<file path="config.mk">
export PLATFORM = sky130hd
export DESIGN_NAME = hsv_color_shader_core
export DESIGN_NICKNAME = d
export VERILOG_FILES = /design/src/rtl/hsvcs_pkg.sv /design/src/rtl/hsvcs_front.sv /design/src/rtl/hsvcs_div_stage.sv /design/src/rtl/hsvcs_back.sv /design/src/rtl/hsv_color_shader_core.sv
export VERILOG_INCLUDE_DIRS = /design/src /design/src/rtl
export SDC_FILE = /design/constraint.sdc
export NUM_CORES = 2
export LEC_CHECK = 0
export BUFFER_PORTS_ARGS = -buffer_cell sky130_fd_sc_hd__buf_2
export CORE_UTILIZATION = 45
export DETAILED_ROUTE_END_ITERATION = 8
export PLACE_DENSITY_LB_ADDON = 0.05
export SYNTH_ARGS = -nofsm -noshare
export SYNTH_HDL_FRONTEND = slang
export SYNTH_SLANG_ARGS = --single-unit
</file>
<file path="constraint.sdc">
create_clock -name clk -period 6.8 [get_ports clk]
set_input_delay 0.68 -clock clk [delete_from_list [all_inputs] [get_ports clk]]
set_output_delay 0.68 -clock clk [all_outputs]
set_load 0.1 [all_outputs]
</file>
<file path="src/rtl/hsv_color_shader_core_macros.svh">
// ----------------------------------------------------------------------------
// HSV colour shader assertion macros
// Concurrent assertion wrappers, empty when SYNTHESIS is defined.
// ----------------------------------------------------------------------------
`ifndef HSV_COLOR_SHADER_CORE_MACROS_SVH
`define HSV_COLOR_SHADER_CORE_MACROS_SVH

`ifndef SYNTHESIS
// Checked on every clock edge outside reset
`define HSVCS_ASSERT(label, prop, msg) \
	label: assert property (@(posedge clk) disable iff (!arst_n) prop) \
		else $error(msg);
// Checked on every clock edge, reset included
`define HSVCS_ASSERT_RST(label, prop, msg) \
	label: assert property (@(posedge clk) prop) \
		else $error(msg);
`else
`define HSVCS_ASSERT(label, prop, msg)
`define HSVCS_ASSERT_RST(label, prop, msg)
`endif

`endif

</file>
<file path="src/rtl/hsvcs_pkg.sv">
// ----------------------------------------------------------------------------
// HSV colour shader package
// Shared types, constants and the restoring divider step.
// ----------------------------------------------------------------------------
package hsvcs_pkg;

	localparam logic [7:0] HUE_SECTOR = 8'd43;
	localparam logic [7:0] HUE_GREEN  = 8'd85;
	localparam logic [7:0] HUE_BLUE   = 8'd171;
	localparam logic [7:0] FULL_SCALE = 8'd255;

	// Quotients are 8 bits, one bit per divider stage
	localparam int DIV_STAGES = 8;

	typedef enum logic [2:0] {
		SHADE_NONE     = 3'd0,
		SHADE_DARKEST  = 3'd1,
		SHADE_DARKER   = 3'd2,
		SHADE_DARK     = 3'd3,
		SHADE_LIGHT    = 3'd4,
		SHADE_LIGHTER  = 3'd5,
		SHADE_LIGHTEST = 3'd6
	} shade_mode_t;

	typedef enum logic [1:0] {
		MAX_RED   = 2'd0,
		MAX_GREEN = 2'd1,
		MAX_BLUE  = 2'd2
	} max_sel_t;

	// Hue sectors of the six-region conversion
	typedef enum logic [2:0] {
		SECT_R_Y = 3'd0,
		SECT_Y_G = 3'd1,
		SECT_G_C = 3'd2,
		SECT_C_B = 3'd3,
		SECT_B_M = 3'd4,
		SECT_M_R = 3'd5
	} sector_t;

	typedef struct packed {
		logic [7:0] alpha;
		logic [7:0] red;
		logic [7:0] green;
		logic [7:0] blue;
	} pix_t;

	// Partial remainder and shifting dividend/quotient word
	typedef struct packed {
		logic [7:0] rem;
		logic [7:0] quo;
	} div_lane_t;

	typedef struct packed {
		pix_t        pix;
		shade_mode_t mode;
		logic [7:0]  v;
		logic [7:0]  delta;
		max_sel_t    sel;
		logic        neg;
		logic        flat;
		div_lane_t   s_div;
		div_lane_t   h_div;
	} div_pl_t;

	// One restoring step: dividend below 256*d, so the remainder fits 8 bits
	function automatic div_lane_t div_step(div_lane_t x, logic [7:0] d);
		logic [8:0] part;
		div_lane_t  y;
		part = {x.rem, x.quo[7]};
		if (part >= {1'b0, d}) begin
			part  = part - {1'b0, d};
			y.quo = {x.quo[6:0], 1'b1};
		end else begin
			y.quo = {x.quo[6:0], 1'b0};
		end
		y.rem = part[7:0];
		return y;
	endfunction

endpackage

</file>
<file path="src/rtl/hsvcs_front.sv">
// ----------------------------------------------------------------------------
// HSV colour shader front end
// Two stages: channel max/min and hue difference, then divider operands.
// ----------------------------------------------------------------------------
module hsvcs_front (
	input  logic                   clk,
	input  logic                   arst_n,
	input  logic                   in_valid,
	output logic                   in_ready,
	input  hsvcs_pkg::pix_t        in_pix,
	input  hsvcs_pkg::shade_mode_t in_mode,
	output logic                   out_valid,
	input  logic                   out_ready,
	output hsvcs_pkg::div_pl_t     out_pl
);

	logic                   valid_s1, valid_s2;
	logic                   ready_s1, ready_s2;
	hsvcs_pkg::pix_t        pix_s1;
	hsvcs_pkg::shade_mode_t mode_s1;
	logic [7:0]             mx_s1, mn_s1;
	hsvcs_pkg::max_sel_t    sel_s1;
	logic [8:0]             diff_s1;
	hsvcs_pkg::div_pl_t     pl_s2;

	logic [7:0]          mx, mn;
	hsvcs_pkg::max_sel_t sel;
	logic [8:0]          diff;
	logic [7:0]          delta, mag;
	logic [15:0]         s_num, h_num;

	// Stage handshake
	assign ready_s2 = !valid_s2 || out_ready;
	assign ready_s1 = !valid_s1 || ready_s2;
	assign in_ready = ready_s1;

	always_ff @(posedge clk or negedge arst_n) begin
		if (!arst_n) begin
			valid_s1 <= 1'b0;
			valid_s2 <= 1'b0;
		end else begin
			if (ready_s1) valid_s1 <= in_valid;
			if (ready_s2) valid_s2 <= valid_s1;
		end
	end

	// Max, min and the signed difference of the two other channels
	always_comb begin
		mx = in_pix.red;
		mn = in_pix.red;
		if (in_pix.green > mx) mx = in_pix.green;
		if (in_pix.blue > mx) mx = in_pix.blue;
		if (in_pix.green < mn) mn = in_pix.green;
		if (in_pix.blue < mn) mn = in_pix.blue;
		if (mx == in_pix.red) begin
			sel  = hsvcs_pkg::MAX_RED;
			diff = {1'b0, in_pix.green} - {1'b0, in_pix.blue};
		end else if (mx == in_pix.green) begin
			sel  = hsvcs_pkg::MAX_GREEN;
			diff = {1'b0, in_pix.blue} - {1'b0, in_pix.red};
		end else begin
			sel  = hsvcs_pkg::MAX_BLUE;
			diff = {1'b0, in_pix.red} - {1'b0, in_pix.green};
		end
	end

	always_ff @(posedge clk) begin
		if (in_valid && ready_s1) begin
			pix_s1  <= in_pix;
			mode_s1 <= in_mode;
			mx_s1   <= mx;
			mn_s1   <= mn;
			sel_s1  <= sel;
			diff_s1 <= diff;
		end
	end

	// Divider operands: 255*delta over max, 43*|diff| over delta
	always_comb begin
		delta = mx_s1 - mn_s1;
		mag   = diff_s1[8] ? 8'(9'd0 - diff_s1) : diff_s1[7:0];
		s_num = {delta, 8'd0} - {8'd0, delta};
		h_num = ({8'd0, mag} << 5) + ({8'd0, mag} << 3) + ({8'd0, mag} << 1)
			+ {8'd0, mag};
	end

	always_ff @(posedge clk) begin
		if (valid_s1 && ready_s2) begin
			pl_s2.pix       <= pix_s1;
			pl_s2.mode      <= mode_s1;
			pl_s2.v         <= mx_s1;
			pl_s2.delta     <= delta;
			pl_s2.sel       <= sel_s1;
			pl_s2.neg       <= diff_s1[8];
			pl_s2.flat      <= (delta == 8'd0);
			pl_s2.s_div.rem <= s_num[15:8];
			pl_s2.s_div.quo <= s_num[7:0];
			pl_s2.h_div.rem <= h_num[15:8];
			pl_s2.h_div.quo <= h_num[7:0];
		end
	end

	assign out_valid = valid_s2;
	assign out_pl    = pl_s2;

endmodule

</file>
<file path="src/rtl/hsvcs_div_stage.sv">
// ----------------------------------------------------------------------------
// HSV colour shader divider stage
// One quotient bit each for the saturation and hue divisions.
// ----------------------------------------------------------------------------
module hsvcs_div_stage (
	input  logic               clk,
	input  logic               arst_n,
	input  logic               in_valid,
	output logic               in_ready,
	input  hsvcs_pkg::div_pl_t in_pl,
	output logic               out_valid,
	input  logic               out_ready,
	output hsvcs_pkg::div_pl_t out_pl
);

	logic               valid_s1;
	hsvcs_pkg::div_pl_t pl_s1;
	hsvcs_pkg::div_pl_t pl_next;

	assign in_ready = !valid_s1 || out_ready;

	always_ff @(posedge clk or negedge arst_n) begin
		if (!arst_n) begin
			valid_s1 <= 1'b0;
		end else if (in_ready) begin
			valid_s1 <= in_valid;
		end
	end

	// Saturation divides by max, hue by delta
	always_comb begin
		pl_next       = in_pl;
		pl_next.s_div = hsvcs_pkg::div_step(in_pl.s_div, in_pl.v);
		pl_next.h_div = hsvcs_pkg::div_step(in_pl.h_div, in_pl.delta);
	end

	always_ff @(posedge clk) begin
		if (in_valid && in_ready) begin
			pl_s1 <= pl_next;
		end
	end

	assign out_valid = valid_s1;
	assign out_pl    = pl_s1;

endmodule

</file>
<file path="src/rtl/hsvcs_back.sv">
// ----------------------------------------------------------------------------
// HSV colour shader back end
// Hue and scaling, sector split, products, and the output register.
// ----------------------------------------------------------------------------
`include "hsv_color_shader_core_macros.svh"

module hsvcs_back (
	input  logic               clk,
	input  logic               arst_n,
	input  logic               in_valid,
	output logic               in_ready,
	input  hsvcs_pkg::div_pl_t in_pl,
	output logic               out_valid,
	input  logic               out_ready,
	output hsvcs_pkg::pix_t    out_pix
);

	logic valid_s1, valid_s2, valid_s3, valid_s4;
	logic ready_s1, ready_s2, ready_s3, ready_s4;
	logic load_s4;

	hsvcs_pkg::pix_t    pix_s1, pix_s2, pix_s3, pix_s4;
	logic               pass_s1, pass_s2, pass_s3;
	logic [7:0]         v_s1, v_s2, v_s3;
	logic [7:0]         s_s1, s_s2, s_s3;
	logic [7:0]         h_s1;
	hsvcs_pkg::sector_t sect_s2, sect_s3;
	logic [7:0]         rem_s2;
	logic [7:0]         p_s3, sr_s3, st_s3;

	logic [7:0]         off, sq, hue, vs, ss;
	logic [9:0]         v3, s3;
	logic               pass;
	hsvcs_pkg::sector_t sect;
	logic [7:0]         base, frac, rem;
	logic [15:0]        p_prod, sr_prod, st_prod, q_prod, t_prod;
	logic [7:0]         q, t;
	hsvcs_pkg::pix_t    res;

	// Stage handshake
	assign ready_s4 = !valid_s4 || out_ready;
	assign ready_s3 = !valid_s3 || ready_s4;
	assign ready_s2 = !valid_s2 || ready_s3;
	assign ready_s1 = !valid_s1 || ready_s2;
	assign in_ready = ready_s1;
	assign load_s4  = valid_s3 && ready_s4;

	always_ff @(posedge clk or negedge arst_n) begin
		if (!arst_n) begin
			valid_s1 <= 1'b0;
			valid_s2 <= 1'b0;
			valid_s3 <= 1'b0;
			valid_s4 <= 1'b0;
		end else begin
			if (ready_s1) valid_s1 <= in_valid;
			if (ready_s2) valid_s2 <= valid_s1;
			if (ready_s3) valid_s3 <= valid_s2;
			if (ready_s4) valid_s4 <= valid_s3;
		end
	end

	// Hue with sign and offset, wraps mod 256; quarter-step scaling of V or S
	always_comb begin
		case (in_pl.sel)
			hsvcs_pkg::MAX_GREEN: off = hsvcs_pkg::HUE_GREEN;
			hsvcs_pkg::MAX_BLUE:  off = hsvcs_pkg::HUE_BLUE;
			default:              off = 8'd0;
		endcase
		sq  = in_pl.neg ? (8'd0 - in_pl.h_div.quo) : in_pl.h_div.quo;
		hue = off + sq;
		ss  = in_pl.flat ? 8'd0 : in_pl.s_div.quo;
		vs  = in_pl.v;
		v3  = {2'b00, in_pl.v} + {1'b0, in_pl.v, 1'b0};
		s3  = {2'b00, ss} + {1'b0, ss, 1'b0};
		pass = 1'b0;
		case (in_pl.mode)
			hsvcs_pkg::SHADE_DARKEST:  vs = in_pl.v >> 2;
			hsvcs_pkg::SHADE_DARKER:   vs = in_pl.v >> 1;
			hsvcs_pkg::SHADE_DARK:     vs = v3[9:2];
			hsvcs_pkg::SHADE_LIGHT:    ss = s3[9:2];
			hsvcs_pkg::SHADE_LIGHTER:  ss = ss >> 1;
			hsvcs_pkg::SHADE_LIGHTEST: ss = ss >> 2;
			default:                   pass = 1'b1;
		endcase
	end

	always_ff @(posedge clk) begin
		if (in_valid && ready_s1) begin
			pix_s1  <= in_pl.pix;
			pass_s1 <= pass;
			v_s1    <= vs;
			s_s1    <= ss;
			h_s1    <= hue;
		end
	end

	// Sector is hue/43 by compares; remainder scaled by six
	always_comb begin
		if (h_s1 < 8'd43) begin
			sect = hsvcs_pkg::SECT_R_Y;
			base = 8'd0;
		end else if (h_s1 < 8'd86) begin
			sect = hsvcs_pkg::SECT_Y_G;
			base = hsvcs_pkg::HUE_SECTOR;
		end else if (h_s1 < 8'd129) begin
			sect = hsvcs_pkg::SECT_G_C;
			base = 8'd86;
		end else if (h_s1 < 8'd172) begin
			sect = hsvcs_pkg::SECT_C_B;
			base = 8'd129;
		end else if (h_s1 < 8'd215) begin
			sect = hsvcs_pkg::SECT_B_M;
			base = 8'd172;
		end else begin
			sect = hsvcs_pkg::SECT_M_R;
			base = 8'd215;
		end
		frac = h_s1 - base;
		rem  = (frac << 2) + (frac << 1);
	end

	always_ff @(posedge clk) begin
		if (valid_s1 && ready_s2) begin
			pix_s2  <= pix_s1;
			pass_s2 <= pass_s1;
			v_s2    <= v_s1;
			s_s2    <= s_s1;
			sect_s2 <= sect;
			rem_s2  <= rem;
		end
	end

	// First products
	always_comb begin
		p_prod  = v_s2 * (hsvcs_pkg::FULL_SCALE - s_s2);
		sr_prod = s_s2 * rem_s2;
		st_prod = s_s2 * (hsvcs_pkg::FULL_SCALE - rem_s2);
	end

	always_ff @(posedge clk) begin
		if (valid_s2 && ready_s3) begin
			pix_s3  <= pix_s2;
			pass_s3 <= pass_s2;
			v_s3    <= v_s2;
			s_s3    <= s_s2;
			sect_s3 <= sect_s2;
			p_s3    <= p_prod[15:8];
			sr_s3   <= sr_prod[15:8];
			st_s3   <= st_prod[15:8];
		end
	end

	// Second products and the sector select
	always_comb begin
		q_prod    = v_s3 * (hsvcs_pkg::FULL_SCALE - sr_s3);
		t_prod    = v_s3 * (hsvcs_pkg::FULL_SCALE - st_s3);
		q         = q_prod[15:8];
		t         = t_prod[15:8];
		res.alpha = pix_s3.alpha;
		if (pass_s3) begin
			res = pix_s3;
		end else if (s_s3 == 8'd0) begin
			res.red   = v_s3;
			res.green = v_s3;
			res.blue  = v_s3;
		end else begin
			case (sect_s3)
				hsvcs_pkg::SECT_R_Y: begin
					res.red = v_s3; res.green = t;    res.blue = p_s3;
				end
				hsvcs_pkg::SECT_Y_G: begin
					res.red = q;    res.green = v_s3; res.blue = p_s3;
				end
				hsvcs_pkg::SECT_G_C: begin
					res.red = p_s3; res.green = v_s3; res.blue = t;
				end
				hsvcs_pkg::SECT_C_B: begin
					res.red = p_s3; res.green = q;    res.blue = v_s3;
				end
				hsvcs_pkg::SECT_B_M: begin
					res.red = t;    res.green = p_s3; res.blue = v_s3;
				end
				default: begin
					res.red = v_s3; res.green = p_s3; res.blue = q;
				end
			endcase
		end
	end

	// Output register
	always_ff @(posedge clk) begin
		if (load_s4) begin
			pix_s4 <= res;
		end
	end

	assign out_valid = valid_s4;
	assign out_pix   = pix_s4;

	`HSVCS_ASSERT(a_grey_when_unsat, load_s4 && !pass_s3 && s_s3 == 8'd0 |=> pix_s4.red == pix_s4.green && pix_s4.green == pix_s4.blue, "unsaturated pixel is not grey")
	`HSVCS_ASSERT(a_pass_through, load_s4 && pass_s3 |=> pix_s4 == $past(pix_s3), "pass-through pixel altered")
	`HSVCS_ASSERT(a_value_kept, load_s4 && !pass_s3 |=> pix_s4.red == $past(v_s3) || pix_s4.green == $past(v_s3) || pix_s4.blue == $past(v_s3), "no channel carries V")
	`HSVCS_ASSERT_RST(a_idle_in_reset, !arst_n |=> !valid_s4, "output valid during reset")

endmodule

</file>
<file path="src/rtl/hsv_color_shader_core.sv">
// ----------------------------------------------------------------------------
// HSV colour shader core
// Shades one ARGB pixel in 8-bit HSV space per request.
// ----------------------------------------------------------------------------
// Takes one pixel per clock unless back-pressure holds it up, and returns one
// shaded pixel per request, in order, through two front stages for
// max/min and the divider operands, eight divider stages (one quotient bit
// each for saturation and hue) and four back stages for hue, scaling, the
// two rounds of 8x8 products and the output register. Every stage holds its
// own valid bit, so bubbles close up under back-pressure and a stalled
// output does not stop requests while a stage further up is empty.
module hsv_color_shader_core (
	input  logic       clk,
	input  logic       arst_n,
	input  logic       in_valid,
	output logic       in_ready,
	input  logic [7:0] alpha_in,
	input  logic [7:0] red_in,
	input  logic [7:0] green_in,
	input  logic [7:0] blue_in,
	input  logic [2:0] shade_mode,
	output logic       out_valid,
	input  logic       out_ready,
	output logic [7:0] alpha_out,
	output logic [7:0] red_out,
	output logic [7:0] green_out,
	output logic [7:0] blue_out
);

	hsvcs_pkg::pix_t    in_pix;
	hsvcs_pkg::pix_t    res_pix;
	hsvcs_pkg::div_pl_t div_pl    [hsvcs_pkg::DIV_STAGES+1];
	logic               div_valid [hsvcs_pkg::DIV_STAGES+1];
	logic               div_ready [hsvcs_pkg::DIV_STAGES+1];

	assign in_pix.alpha = alpha_in;
	assign in_pix.red   = red_in;
	assign in_pix.green = green_in;
	assign in_pix.blue  = blue_in;

	hsvcs_front u_front (
		.clk       (clk),
		.arst_n    (arst_n),
		.in_valid  (in_valid),
		.in_ready  (in_ready),
		.in_pix    (in_pix),
		.in_mode   (hsvcs_pkg::shade_mode_t'(shade_mode)),
		.out_valid (div_valid[0]),
		.out_ready (div_ready[0]),
		.out_pl    (div_pl[0])
	);

	// Divider pipeline, one quotient bit per stage
	for (genvar i = 0; i < hsvcs_pkg::DIV_STAGES; i++) begin : g_div
		hsvcs_div_stage u_stage (
			.clk       (clk),
			.arst_n    (arst_n),
			.in_valid  (div_valid[i]),
			.in_ready  (div_ready[i]),
			.in_pl     (div_pl[i]),
			.out_valid (div_valid[i+1]),
			.out_ready (div_ready[i+1]),
			.out_pl    (div_pl[i+1])
		);
	end

	hsvcs_back u_back (
		.clk       (clk),
		.arst_n    (arst_n),
		.in_valid  (div_valid[hsvcs_pkg::DIV_STAGES]),
		.in_ready  (div_ready[hsvcs_pkg::DIV_STAGES]),
		.in_pl     (div_pl[hsvcs_pkg::DIV_STAGES]),
		.out_valid (out_valid),
		.out_ready (out_ready),
		.out_pix   (res_pix)
	);

	assign alpha_out = res_pix.alpha;
	assign red_out   = res_pix.red;
	assign green_out = res_pix.green;
	assign blue_out  = res_pix.blue;

endmodule

</file>
After elaboration in Yosys (flattened, before gate mapping)
Index checks and enable logic that the tools add are counted.

operators by class
  equality and inequality tests = 14
  multiply operators = 5
  mux-type cells = 56
  $lt $le $gt $ge = 25
  $add $sub $neg = 33
  reductions and logical operators = 48

operators with widths
  cell                 count
  $mux 8               21
  $ge 9x8->1           16
  $pmux 24 s5          1
  $sub 8x8->8          15
  $mul 8x16->16        4
  $mux 24              2
  $pmux 8 s3           2
  $sub 8x8->9 const A  4
  $mux 7               5
  $sub 8x8->9          3
  $lt 8x8->1 const B   3
  $add 8x9->10         2
  $mux 1               19
  $mux 9               2
  $add 16x8->16        1
  $add 16x9->16        1
  $add 8x8->8          2
  $eq 8x8->1           2
  $gt 8x8->1           2
  $logic_not 8->1      2
  $lt 8x8->1           2
  $mul 8x8->16         1
  $pmux 8 s2           1
  $sub 1x8->8 const A  2
  other kinds (18)     66

storage, ports and cells
  output and inout port bits = 34
  input port bits = 39
  word-level logic and storage cells = 361
  bits in registers = 1060

Logic depth before layout (Yosys ltp)
  word-level depth = 16
  mapped depth = 22

Modules after synthesis
From an unflattened synthesis, not the netlist that was laid out.

second synthesis, totals
  cells, all modules = 4292
  area total of the unflattened synthesis = 56790.7 µm²

by module, submodules not included
  module                                  times used  area each (µm²)  cells an instance
  hsvcs_div_stage (g_div[2].u_stage ...)  6           3608.5           220
  hsvcs_back                              1           19705.1          1863
  hsvcs_front                             1           8165.3           664
  hsvcs_div_stage (g_div[1].u_stage)      1           3666.0           228
  hsvcs_div_stage (g_div[0].u_stage)      1           3603.5           217

Worst setup path before layout
OpenSTA, ideal clock, no wires.

  path type = register to register
  start = register u_back.valid_s4, in the netlist u_back.out_valid
  end = register g_div[1].u_stage.pl_s1, in the netlist g_div[1].u_stage.out_pl[0] (enable)
  clock period less this slack = 6.048 ns
  arrival time = 5.507 ns
  slack = 0.752 ns
  path buffers = 0
  stages on the path, launching flop included = 8
  data required time = 6.259 ns
  cells stage by stage = dfrtp_1 > nand4b_1 > inv_1 > and3_1 > nand3_1 > nor2_1 > and3_1 > nor2b_1

between the ends
  longest elaborated chain between the ends = 13

ends and longest elaborated chain
  what                            line                   RTL
  start, declared                 hsvcs_back.sv:18       logic valid_s1, valid_s2, valid_s3, valid_s4;
  start signal, assigned          hsvcs_back.sv:58       if (ready_s4) valid_s4 <= valid_s3;
  $logic_not 1->1                 hsvcs_back.sv:41       assign ready_s4 = !valid_s4 || out_ready;
  $logic_or 1x1->1                hsvcs_back.sv:41
  $logic_or 1x1->1                hsvcs_back.sv:42       assign ready_s3 = !valid_s3 || ready_s4;
  $logic_or 1x1->1                hsvcs_back.sv:43       assign ready_s2 = !valid_s2 || ready_s3;
  $logic_or 1x1->1                hsvcs_back.sv:44       assign ready_s1 = !valid_s1 || ready_s2;
  $logic_or 1x1->1 (7 in series)  hsvcs_div_stage.sv:20  assign in_ready = !valid_s1 || out_ready;
  $logic_and 1x1->1               hsvcs_div_stage.sv:38  if (in_valid && in_ready) begin
  end signal, assigned            hsvcs_div_stage.sv:39  pl_s1 <= pl_next;
  end, declared                   hsvcs_div_stage.sv:17  hsvcs_pkg::div_pl_t pl_s1;

Every way passes these cells.
A chain may end at the register's enable or synchronous reset.

==> impl_metrics.csv <==
group,metric,value,unit
cells_and_area,drive_gt1_share,9.14,%
worst_setup_path,critPathRequiredTime,7.20,ns
logic_synthesis,netlist.area_leader.share,57.7,%
clocking,cts_buffers,110,
worst_hold_path,hold_path_startpoint,"alpha_in[5]",
logic_synthesis,yosys.area_share.simple,8.79,%
sta,skew,0.0625,ns
sta,fin_crit_sh,84.8,%
logic_synthesis,synthCells,4024,
sta,grt_setup_unrepaired,"false",
sta,hold_viol,0,
cells_and_area,multi_input_area,20300,µm²
logic_synthesis,avgSynthCellArea,13.4,µm²
logic_synthesis,post-synth-top-count-cell,"edfxtp_1",
clocking,clk_pin_slew_worst_paths,0.06,ns
sta,final.setup.tns,0,ns
logic_synthesis,synth_common_cells,"edfxtp_1, inv_1, ha_1",
route,routedWlPerCell,16.7,µm
run,drv_cap,0,
sta,min_period,5.76,ns
sta,relSlewSlack,30.4,%
sta,maxSlewViolCount,0,
route,drc,0,
cells_and_area,area_growth,11.1,%
grt,grt_pass1_wl,161000,µm
sta,setup_violations,0,
cells_and_area,seqCellArea,31500,µm²
placed_design,gp_congestion,0.930,
cells_and_area,fillers,10200,
placed_design,io_buffers,72,
route,top_layer,"met4",
clocking,cts_max_level,3,
logic_synthesis,synthAdderAreaFrac,16.5,%
sta,worst_pin_slew,1.04,ns
logic_synthesis,yosys.area.top_type,"edfxtp_1",
grt,overflow,0,
logic_synthesis,synth_compound_area_share,6.88,%
route,drt_wl_total,97700,µm
route,drtIter0Drc,1527,
die,die_area,121000,µm²
logic_synthesis,synth_enable_flop_cells,1036,
logic_synthesis,synth_cell_types,83,
logic_synthesis,synth.area.mux_share,2.49,%
die,die_width,348,µm
outcome,status,"complete, no violations",
route,dr.pass1.iters,5,
logic_synthesis,ys_ff_latch,1050,
worst_setup_path,cp_common_cell,"fa_1",
worst_setup_path,path_class,"reg -> reg",
logic_synthesis,ys.flop_type,"edfxtp_1",
route,antenna_left,0,
grt,grt_pass1_vias,30400,
die,core_area,118000,µm²
die,start_util,45.5,%
route,wl_met2,49400,µm
worst_setup_path,critical_path.slowest_cell,"edfxtp_1",
logic_synthesis,synth_area,53900,µm²
worst_setup_path,crit_fanout,23,
logic_synthesis,synth_area_leaders,"edfxtp_1, ha_1, fa_1, inv_1, nor2b_1",
logic_synthesis,yosys_warnings,0,
clocking,cts.sinks,1050,
worst_setup_path,crit_path_end_kind,"register",
die,placementRows,126,
route,vias,29000,
grt,antenna_found_initial,0,
logic_synthesis,synth_fp_nets,4656,
logic_synthesis,synth_top_family_by_area,"adder cells",
clocking,tritoncts,"yes",
logic_synthesis,synth_xor_area_share,2.79,%
placed_design,place_hpwl,71600,µm
worst_setup_path,cp-start-kind,"register",
die,ioPinCount,73,
grt,grt_usage,16.6,%
sta,max_freq,173,MHz
route,m1WireLength,42700,µm
worst_setup_path,critPathArrivalTime,6.17,ns
cells_and_area,num-nets-final,4801,
worst_setup_path,path_cells,"nor2b_1, fa_1, fa_1, inv_1, fa_1, inv_1, fa_1, ha_1, or4_1, a41o_1, nand2_1, o21ai_1, o311a_1, o21ai_1, mux2_1, o21ai_0, a31oi_1",
logic_synthesis,ys_seq_area_share,58.3,%
worst_setup_path,cp-startpoint,"u_back.v_s3[3]$_DFFE_PP_",
worst_setup_path,timing.rr.start,"u_back.v_s3[3]$_DFFE_PP_",
die,die_y,348,µm
clocking,clock_path_buffers,3,
clocking,clkLatencyLatePin,0.70,ns
clocking,cts_root_buf,"clkbuf_16",
worst_setup_path,cpPeakStageDelay,0.76,ns
route,drt-vias-per-instance,4.96,
grt,grt_max_degree,68,
logic_synthesis,ys_async_sr_fraction,1.33,%
worst_hold_path,min_path_type,"in -> reg",
route,wl_met3,2980,µm
[state kept, by name, indices dropped and copies added, names as in the netlist, 7 cells and up]
signal and cells:
u_back.h_s1 8, u_back.pix_s2 32, u_back.st_s3 8, u_front.diff_s1 9, u_back.out_pix 32, u_back.s_s1 8
u_front.out_pl 85, u_front.mx_s1 8, g_div.u_stage.out_pl 665, u_back.sr_s3 8, u_back.v_s2 8, u_back.rem_s2 7
u_front.mn_s1 8, u_front.pix_s1 32, u_back.s_s2 8, u_back.v_s3 8, u_back.s_s3 8, g_div.u_stage.out_valid 8
u_back.v_s1 8, u_back.pix_s1 32, u_back.pix_s3 32, u_back.p_s3 8
[kinds of logic (layout without fill, tap and decap cells)]
group | Yosys count | in the layout
DFF | 1050 | 1050
and+or+nand+nor | 913 | 913
adders and majority gates | 593 | 593
buffers and inverters | 593 | 827
AOI/OAI and AO/OA | 578 | 578
xor gates and xnor gates | 172 | 172
muxes | 124 | 124
other | 1 | 2
[through the flow]
| step | utilization (%) | worst slack (ns) | instances | hold WS [ns] | cell area, µm² |
|---|---|---|---|---|---|
| 2_1_floorplan | - | 0.752 | 4024 | 0.384 | 53900 |
| 3_3_place_gp | 47.5 | 1.05 | 5656 | 0.401 | 56300 |
| 3_5_place_dp | 47.5 | 0.938 | 5656 | 0.405 | 56300 |
| 4_1_cts | 50.6 | 1.04 | 5858 | 0.0857 | 59900 |
| 5_1_grt | 50.6 | 0.673 | 5858 | 0.0936 | 59900 |
| 6_report | 50.6 | 1.04 | 5859 | 0.152 | 59900 |
[worst paths after layout]
check	slack, ns	endpoint	depth (start not counted)
min in group asynchronous	0.41	g_div[0].u_stage.out_valid$_DFFE_PN0P_	2
max reg2reg	1.04	u_back.out_pix[23]$_DFFE_PP_	17
min reg2reg	0.40	g_div[6].u_stage.out_pl[7]$_DFFE_PP_	0
max in group asynchronous	6.12	u_back.valid_s1$_DFFE_PN0P_	2
min	0.15	u_front.pix_s1[29]$_DFFE_PP_	1
max	1.04	u_back.out_pix[23]$_DFFE_PP_	17
[what timing repair did]
item,4_1_cts,5_1_grt
gates resized for setup,0,0
hold endpoints to repair,14,0
hold buffers,1,0
setup buffers,0,0
[critical path, delay by kind of cell, from the launching register on]
family | cells | cell delay (ns)
AO/OA/AOI/OAI | 6 | 1.16
adder cells (fa/ha/maj) | 5 | 2.15
buffers and inverters | 2 | 0.10
flip-flops | 1 | 0.76
multiplexers | 1 | 0.39
AND/OR/NAND/NOR | 3 | 0.90
[routing by layer]
layer | track usage (%) | vias to the layer above
met5 | 0 | -
met4 | 5.04 | 0
met3 | 2.34 | 156
met2 | 29.8 | 377
met1 | 20.8 | 14000
li1 | - | 14500
[layout by cell type (no fill, tap or decap), types with 19 or more instances in the layout]
| master | count |
|---|---|
| edfxtp_1 | 1036 |
| inv_1 | 518 |
| ha_1 | 394 |
| nor2_1 | 239 |
| nor2b_1 | 210 |
| fa_1 | 199 |
| a21oi_1 | 166 |
| o21ai_0 | 146 |
| nand2_1 | 141 |
| nand2b_1 | 121 |
| xnor2_1 | 113 |
| clkbuf_16 | 110 |
| mux2_2 | 74 |
| buf_2 | 72 |
| xor2_1 | 59 |
| a21o_1 | 51 |
| mux2i_1 | 47 |
| a21boi_0 | 47 |
| and2_1 | 38 |
| nand4_1 | 36 |
| buf_4 | 35 |
| nor3_1 | 31 |
| clkbuf_1 | 24 |
| o21bai_1 | 23 |
| nand3_1 | 22 |
| clkinv_1 | 19 |
[layout make-up]
cell class	instances	area share, %
clock inverter	67	1.29
inverter	518	3.24
multi-input combinational	2381	33.8
timing repair buffer	108	1.06
sequential	1050	52.5
clock buffer	134	4.74
antenna	1	0.00418
tap	1600	3.34
Power is not shown: default switching activity piles up to over one toggle a cycle in this logic, so the estimate is an artifact.
